`config.mk`:
```
export PLATFORM = sky130hd
export DESIGN_NAME = ordered_list_store_unit
export DESIGN_NICKNAME = d
export VERILOG_FILES = /design/src/ols_pkg.sv /design/src/ols_ram.sv /design/src/ordered_list_store_unit.sv
export SDC_FILE = /design/constraint.sdc
export NUM_CORES = 2
export LEC_CHECK = 0
export BUFFER_PORTS_ARGS = -buffer_cell sky130_fd_sc_hd__buf_4
export CORE_ASPECT_RATIO = 0.5
export CORE_MARGIN = 3
export CORE_UTILIZATION = 30
export CTS_BUF_LIST = sky130_fd_sc_hd__clkbuf_4 sky130_fd_sc_hd__clkbuf_8
export DETAILED_ROUTE_END_ITERATION = 16
export PLACE_DENSITY = 0.44
export SKIP_CTS_REPAIR_TIMING = 1
export SLEW_MARGIN = 30
export SYNTH_ARGS = -nofsm -noshare
export SYNTH_HDL_FRONTEND = slang
export SYNTH_SLANG_ARGS = --single-unit
```
`constraint.sdc`:
```
create_clock -name clk -period 9.9 [get_ports clk]
set_input_delay 0 -clock clk [delete_from_list [all_inputs] [get_ports clk]]
set_output_delay 0 -clock clk [all_outputs]
set_load 0.02 [all_outputs]
```
`src/ols_pkg.sv`:
```
// Shared types and constants for the ordered list store.
`timescale 1ns / 1ps
`default_nettype none

package ols_pkg;

	localparam int DEPTH  = 64;
	localparam int ADDR_W = $clog2(DEPTH);
	localparam int CNT_W  = $clog2(DEPTH + 1);
	localparam int FUNC_W = 3;
	localparam int VAL_W  = 32;
	localparam int POS_W  = 7;
	localparam int LEN_W  = 7;
	localparam int STAT_W = 2;
	localparam int CMP_W  = ((CNT_W > POS_W) ? CNT_W : POS_W) + 1;

	localparam logic [FUNC_W-1:0] FN_APPEND    = 3'd0;
	localparam logic [FUNC_W-1:0] FN_DEL_FIRST = 3'd1;
	localparam logic [FUNC_W-1:0] FN_DEL_LAST  = 3'd2;
	localparam logic [FUNC_W-1:0] FN_DEL_POS   = 3'd3;
	localparam logic [FUNC_W-1:0] FN_READ      = 3'd4;

	localparam logic [STAT_W-1:0] STAT_OK     = 2'd0;
	localparam logic [STAT_W-1:0] STAT_EMPTY  = 2'd1;
	localparam logic [STAT_W-1:0] STAT_BADPOS = 2'd2;
	localparam logic [STAT_W-1:0] STAT_FULL   = 2'd3;

	typedef struct packed {
		logic [FUNC_W-1:0]       func;
		logic signed [VAL_W-1:0] value;
		logic [POS_W-1:0]        position;
	} req_t;

	typedef struct packed {
		logic [STAT_W-1:0]       status;
		logic signed [VAL_W-1:0] element;
		logic [LEN_W-1:0]        length;
		logic                    last;
	} res_t;

endpackage

`default_nettype wire

```
`src/ols_ram.sv`:
```
// Simple dual-port RAM: one write port, one read port with registered data.
`timescale 1ns / 1ps
`default_nettype none

module ols_ram #(
	parameter int DEPTH  = 64,
	parameter int DATA_W = 32,
	parameter int ADDR_W = $clog2(DEPTH)
) (
	input  wire logic              clk,
	input  wire logic              we,
	input  wire logic [ADDR_W-1:0] waddr,
	input  wire logic [DATA_W-1:0] wdata,
	input  wire logic              re,
	input  wire logic [ADDR_W-1:0] raddr,
	output logic      [DATA_W-1:0] rdata
);

	logic [DATA_W-1:0] mem_q [DEPTH];

	always_ff @(posedge clk) begin
		if (we) begin
			mem_q[waddr] <= wdata;
		end
	end

	always_ff @(posedge clk) begin
		if (re) begin
			rdata <= mem_q[raddr];
		end
	end

endmodule

`default_nettype wire

```
`src/ordered_list_store_unit.sv`:
```
// Top level of the ordered list store: command sequencer, element count and result register.
`timescale 1ns / 1ps
`default_nettype none

// Bounded ordered list of up to DEPTH signed 32-bit values kept in one simple dual-port RAM.
// Append, delete last, rejected commands and unused function codes finish in the idle state;
// their result is registered as the command is taken. Delete first and delete at position
// close the gap by moving the trailing elements one slot down, one element per cycle through
// the RAM's single read and write ports. Read out streams one element per cycle while the
// output is not stalled, from the registered RAM read data. A new command is taken only when
// the sequencer is idle and the result register is empty. The RAM needs no clearing after
// reset: only data from entries below the element count is ever used.
module ordered_list_store_unit
	import ols_pkg::*;
(
	input  wire logic clk,
	input  wire logic arst_n,
	input  wire logic in_valid,
	output logic      in_ready,
	input  wire req_t in_data,
	output logic      out_valid,
	input  wire logic out_ready,
	output res_t      out_data
);

	localparam logic [1:0] S_IDLE  = 2'd0;
	localparam logic [1:0] S_SHIFT = 2'd1;
	localparam logic [1:0] S_EMIT  = 2'd2;

	logic [1:0]        state_q, state_d;
	logic [CNT_W-1:0]  cnt_q, cnt_d;
	logic [ADDR_W-1:0] idx_q, idx_d;
	logic              out_valid_q, out_valid_d;
	res_t              out_q, res_d;
	logic              res_load;

	logic              ram_we, ram_re;
	logic [ADDR_W-1:0] ram_waddr, ram_raddr;
	logic [VAL_W-1:0]  ram_wdata, ram_rdata;

	logic             accept, full, empty, pos_ok, emit_free, emit_last, shift_more;
	logic [CMP_W-1:0] pos_c, cnt_c, idx_c;

	ols_ram #(
		.DEPTH (DEPTH),
		.DATA_W(VAL_W),
		.ADDR_W(ADDR_W)
	) u_ram (
		.clk  (clk),
		.we   (ram_we),
		.waddr(ram_waddr),
		.wdata(ram_wdata),
		.re   (ram_re),
		.raddr(ram_raddr),
		.rdata(ram_rdata)
	);

	assign in_ready  = (state_q == S_IDLE) && !out_valid_q;
	assign out_valid = out_valid_q;
	assign out_data  = out_q;

	always_comb begin
		accept     = in_valid && in_ready;
		pos_c      = CMP_W'(in_data.position);
		cnt_c      = CMP_W'(cnt_q);
		idx_c      = CMP_W'(idx_q);
		full       = (cnt_c == CMP_W'(DEPTH));
		empty      = (cnt_q == '0);
		pos_ok     = (pos_c != '0) && (pos_c <= cnt_c);
		emit_free  = !out_valid_q || out_ready;
		emit_last  = (idx_c + CMP_W'(1)) == cnt_c;
		shift_more = (idx_c + CMP_W'(2)) < cnt_c;

		state_d     = state_q;
		cnt_d       = cnt_q;
		idx_d       = idx_q;
		out_valid_d = out_valid_q && !out_ready;
		res_load    = 1'b0;
		res_d       = '{status: STAT_OK, element: '0, length: LEN_W'(cnt_q), last: 1'b1};

		ram_we    = 1'b0;
		ram_waddr = idx_q;
		ram_wdata = ram_rdata;
		ram_re    = 1'b0;
		ram_raddr = ADDR_W'(idx_c + CMP_W'(1));

		unique case (state_q)
			S_IDLE: begin
				if (accept) begin
					res_load = 1'b1;
					unique case (in_data.func)
						FN_APPEND: begin
							if (full) begin
								res_d.status = STAT_FULL;
							end else begin
								ram_we       = 1'b1;
								ram_waddr    = ADDR_W'(cnt_q);
								ram_wdata    = in_data.value;
								cnt_d        = cnt_q + CNT_W'(1);
								res_d.length = LEN_W'(cnt_d);
							end
						end
						FN_DEL_FIRST: begin
							ram_re    = 1'b1;
							ram_raddr = ADDR_W'(1);
							idx_d     = '0;
							if (empty) begin
								res_d.status = STAT_EMPTY;
							end else if (cnt_c > CMP_W'(1)) begin
								res_load = 1'b0;
								state_d  = S_SHIFT;
							end else begin
								cnt_d        = cnt_q - CNT_W'(1);
								res_d.length = LEN_W'(cnt_d);
							end
						end
						FN_DEL_LAST: begin
							if (empty) begin
								res_d.status = STAT_EMPTY;
							end else begin
								cnt_d        = cnt_q - CNT_W'(1);
								res_d.length = LEN_W'(cnt_d);
							end
						end
						FN_DEL_POS: begin
							ram_re    = 1'b1;
							ram_raddr = ADDR_W'(in_data.position);
							idx_d     = ADDR_W'(pos_c - CMP_W'(1));
							if (!pos_ok) begin
								res_d.status = STAT_BADPOS;
							end else if (pos_c < cnt_c) begin
								res_load = 1'b0;
								state_d  = S_SHIFT;
							end else begin
								cnt_d        = cnt_q - CNT_W'(1);
								res_d.length = LEN_W'(cnt_d);
							end
						end
						FN_READ: begin
							ram_re    = 1'b1;
							ram_raddr = '0;
							idx_d     = '0;
							if (empty) begin
								res_d.status = STAT_EMPTY;
							end else begin
								res_load = 1'b0;
								state_d  = S_EMIT;
							end
						end
						default: begin
						end
					endcase
				end
			end
			S_SHIFT: begin
				// move the element one slot down, fetch the next one
				ram_we    = 1'b1;
				ram_re    = shift_more;
				ram_raddr = ADDR_W'(idx_c + CMP_W'(2));
				idx_d     = ADDR_W'(idx_c + CMP_W'(1));
				if (!shift_more) begin
					cnt_d        = cnt_q - CNT_W'(1);
					res_load     = 1'b1;
					res_d.length = LEN_W'(cnt_d);
					state_d      = S_IDLE;
				end
			end
			S_EMIT: begin
				// hold the read data until the result register frees up
				if (emit_free) begin
					res_load      = 1'b1;
					res_d.element = ram_rdata;
					res_d.last    = emit_last;
					if (emit_last) begin
						state_d = S_IDLE;
					end else begin
						ram_re = 1'b1;
						idx_d  = ADDR_W'(idx_c + CMP_W'(1));
					end
				end
			end
			default: begin
				state_d = S_IDLE;
			end
		endcase

		if (res_load) begin
			out_valid_d = 1'b1;
		end
	end

	always_ff @(posedge clk or negedge arst_n) begin
		if (!arst_n) begin
			state_q     <= S_IDLE;
			cnt_q       <= '0;
			idx_q       <= '0;
			out_valid_q <= 1'b0;
		end else begin
			state_q     <= state_d;
			cnt_q       <= cnt_d;
			idx_q       <= idx_d;
			out_valid_q <= out_valid_d;
		end
	end

	always_ff @(posedge clk) begin
		if (res_load) begin
			out_q <= res_d;
		end
	end

	a_cnt_bound: assert property (@(posedge clk) disable iff (!arst_n)
		cnt_q <= CNT_W'(DEPTH))
		else $error("element count above depth");

	a_append_grows: assert property (@(posedge clk) disable iff (!arst_n)
		(accept && in_data.func == FN_APPEND && !full) |=> (cnt_q == $past(cnt_q) + CNT_W'(1)))
		else $error("append did not grow the list");

	a_shift_range: assert property (@(posedge clk) disable iff (!arst_n)
		(state_q == S_SHIFT) |-> ((idx_c + CMP_W'(1)) < cnt_c))
		else $error("shift source beyond the list end");

	a_emit_range: assert property (@(posedge clk) disable iff (!arst_n)
		(state_q == S_EMIT) |-> (idx_c < cnt_c))
		else $error("read out index beyond the list end");

endmodule

`default_nettype wire
```
==> impl_metrics.json <==
{
  "grt_pass1_wl_mm": 376,
  "required_ns": 10.57,
  "ys.flop_type": "edfxtp_1",
  "period_needed_ns": 6.19,
  "synth_compound_area_share_pct": 5.31,
  "drc": 0,
  "cp-end-kind": "flop",
  "max_freq_mhz": 162,
  "setup_tns_ns": 0,
  "topRoutingLayerUsed": "met5",
  "grt_pass1_vias": 45467,
  "clock_sinks": 2138,
  "synth_edf_count": 2122,
  "synth.distinct_cells": 57,
  "synth-xor-area-share_pct": 0.217,
  "whs_ns": -0.0116,
  "status": "finished, violations left",
  "ys_ff_latch": 2138,
  "tightest_slew_ns": 1.07,
  "routedLengthMet1_mm": 125,
  "syn_inst": 4275,
  "synth_top_area_share_pct": 76.7,
  "postSynth.asyncResetShare_pct": 0.748,
  "nets": 4708,
  "min_path_type": "input pin to flop",
  "holdPathStages": 7,
  "reg2reg_depth": 11,
  "fp-row-count": 135,
  "fin_skew_ns": 0.0573,
  "layout_setup_ws_ns": 3.71,
  "final_max_slew_viol_count": 0,
  "routedWlPerCell_um": 32.3,
  "ant_nets": 0,
  "hold_viol_final": 1,
  "synth_most_common_cell": "edfxtp_1",
  "die_height_um": 378,
  "setup_viol": 0,
  "grt_usage_pct": 19.0,
  "cts_htree_levels": 5,
  "cp.arrival_ns": 6.86,
  "io_buffers": 89,
  "wl_met2_mm": 127,
  "max-slew-margin-rel_pct": 28.2,
  "clk_latency_ns": 0.96,
  "die-area_um2": 284000,
  "routed_wl_mm": 276,
  "dpl_cell_area_um2": 89400,
  "cap_violations": 0,
  "root_buffer": "clkbuf_8",
  "period_share_pct": 62.5,
  "start_util_pct": 30.4,
  "gr-total-overflow": 0,
  "ctsLongestPathBuffers": 4,
  "start_kind": "flop",
  "vias_per_cell": 5.33,
  "place_congestion": 0.824,
  "cp_max_fo": 41,
  "fillers": 25549,
  "synth_top_cell_by_area": "edfxtp_1",
  "die_x_um": 750,
  "core_area_um2": 273000,
  "rsz0062_at_grt": "false",
  "drive_above_1_share_pct": 26.3,
  "firstDrtPassIters": 8,
  "cts_tree": "done",
  "met3_length_mm": 17.8,
  "finalInstanceArea_um2": 96200,
  "synth-adder-area-share_pct": 0.376,
  "hpwl_mm": 146,
  "drt_iter0_drc": 5644,
  "antenna_found_initial": 22,
  "avgSynthCellArea_um2": 19.4,
  "io_pins": 90,
  "post_synth_and_or_nand_nor_area_fraction_pct": 3.51,
  "dp_slack_ns": 3.76,
  "numCtsBuffers": 333,
  "syn-cell-area_um2": 83100,
  "num_vias": 45435,
  "path_class": "flop to flop",
  "synthTopCellsByCount": "edfxtp_1, nand2_1, mux4_2",
  "synthTopCellsByArea": "edfxtp_1, mux4_2, nand2_1",
  "grt_max_degree": 107,
  "clk_pin_slew_ns": 0.07,
  "synth_top_family_by_area": "multiplexers",
  "area_growth_pct": 15.8,
  "violations": "hold timing",
  "yosys_warnings": 0,
  "ys_seq_area_share_pct": 77.2,
  "muxShareOfSynthArea_pct": 12.0,
  "syn_nets": 4346
}
## worst max-delay path, cell delays in order, from the launching register on
cell      delay [ns]
dfrtp_1         0.41
inv_1           0.15
ha_1            0.55
nand3b_1        0.48
a21oi_1         0.43
o32a_2          0.63
buf_4           0.76
buf_4           0.61
mux4_2          0.57
a22oi_1         0.20
a31oi_1         0.40
or4_1           0.64
## worst paths after layout
check | startpoint | endpoint | slack (ns)
max | state_q[0] | u_ram.rdata[7] | 3.71
min | in_data[6] | cnt_q[6] | -0.01
max reg2reg | state_q[0] | u_ram.rdata[7] | 3.71
min reg2reg | u_ram.rdata[13] | out_data[21] | 0.60
max in group asynchronous | arst_n | state_q[0] | 8.92
min in group asynchronous | arst_n | cnt_q[2] | 0.34
## cell usage in the layout (no fill, tap or decap), types with 99 or more instances in the layout
| cell type | instances |
|---|---|
| mux2i_1 | 134 |
| clkbuf_4 | 112 |
| mux4_2 | 381 |
| a21oi_1 | 154 |
| edfxtp_1 | 2122 |
| a31oi_1 | 99 |
| buf_4 | 230 |
| clkbuf_8 | 342 |
| nand2_1 | 377 |
| a221o_1 | 127 |
| a22oi_1 | 131 |
## layout make-up
| type | instances | area (um2) | area share (%) |
|---|---|---|---|
| Sequential cell | 2138 | 64100 | 66.7 |
| Clock buffer | 454 | 5550 | 5.77 |
| Clock inverter | 125 | 703 | 0.731 |
| Tap cell | 3630 | 4540 | 4.72 |
| Inverter | 17 | 63.8 | 0.0663 |
| Timing Repair Buffer | 290 | 2450 | 2.55 |
| Antenna cell | 13 | 32.5 | 0.0338 |
| Multi-Input combinational cell | 1857 | 18700 | 19.5 |
## per-layer routing
layer / GRT usage, % / vias up
met5: 0 / -
met4: 4.54 / 4
met3: 2.95 / 385
met2: 30.1 / 1795
met1: 27.5 / 24844
li1: - / 18407
## kinds of logic (layout without fill, tap and decap cells)
logic type                 count (synthesis)  after routing
DFF                                     2138           2138
and+or+nand+nor                          673            673
AOI/OAI and AO/OA                        624            624
muxes                                    516            516
buffers and inverters                    280            886
adders and majority gates                 25             25
xor gates and xnor gates                  19             19
other                                      0             13
## sequential cells by signal, indices dropped and copies added (netlist names)
signal       flops
cnt_q            7
state_q          2
out_data        42
u_ram.rdata     32
idx_q            6
u_ram.mem_q   2048
out_valid        1
## metrics by stage
step / instances / utilization, %
after floorplan: 4275 / -
after global placement: 7884 / 32.7
after detailed placement: 7887 / 32.7
after CTS: 8466 / 35.0
after global routing: 8512 / 35.2
final: 8524 / 35.2
Power is left out: the tool's default activity adds up to more than one toggle a clock period on the data nets, which glitch-free logic cannot reach.
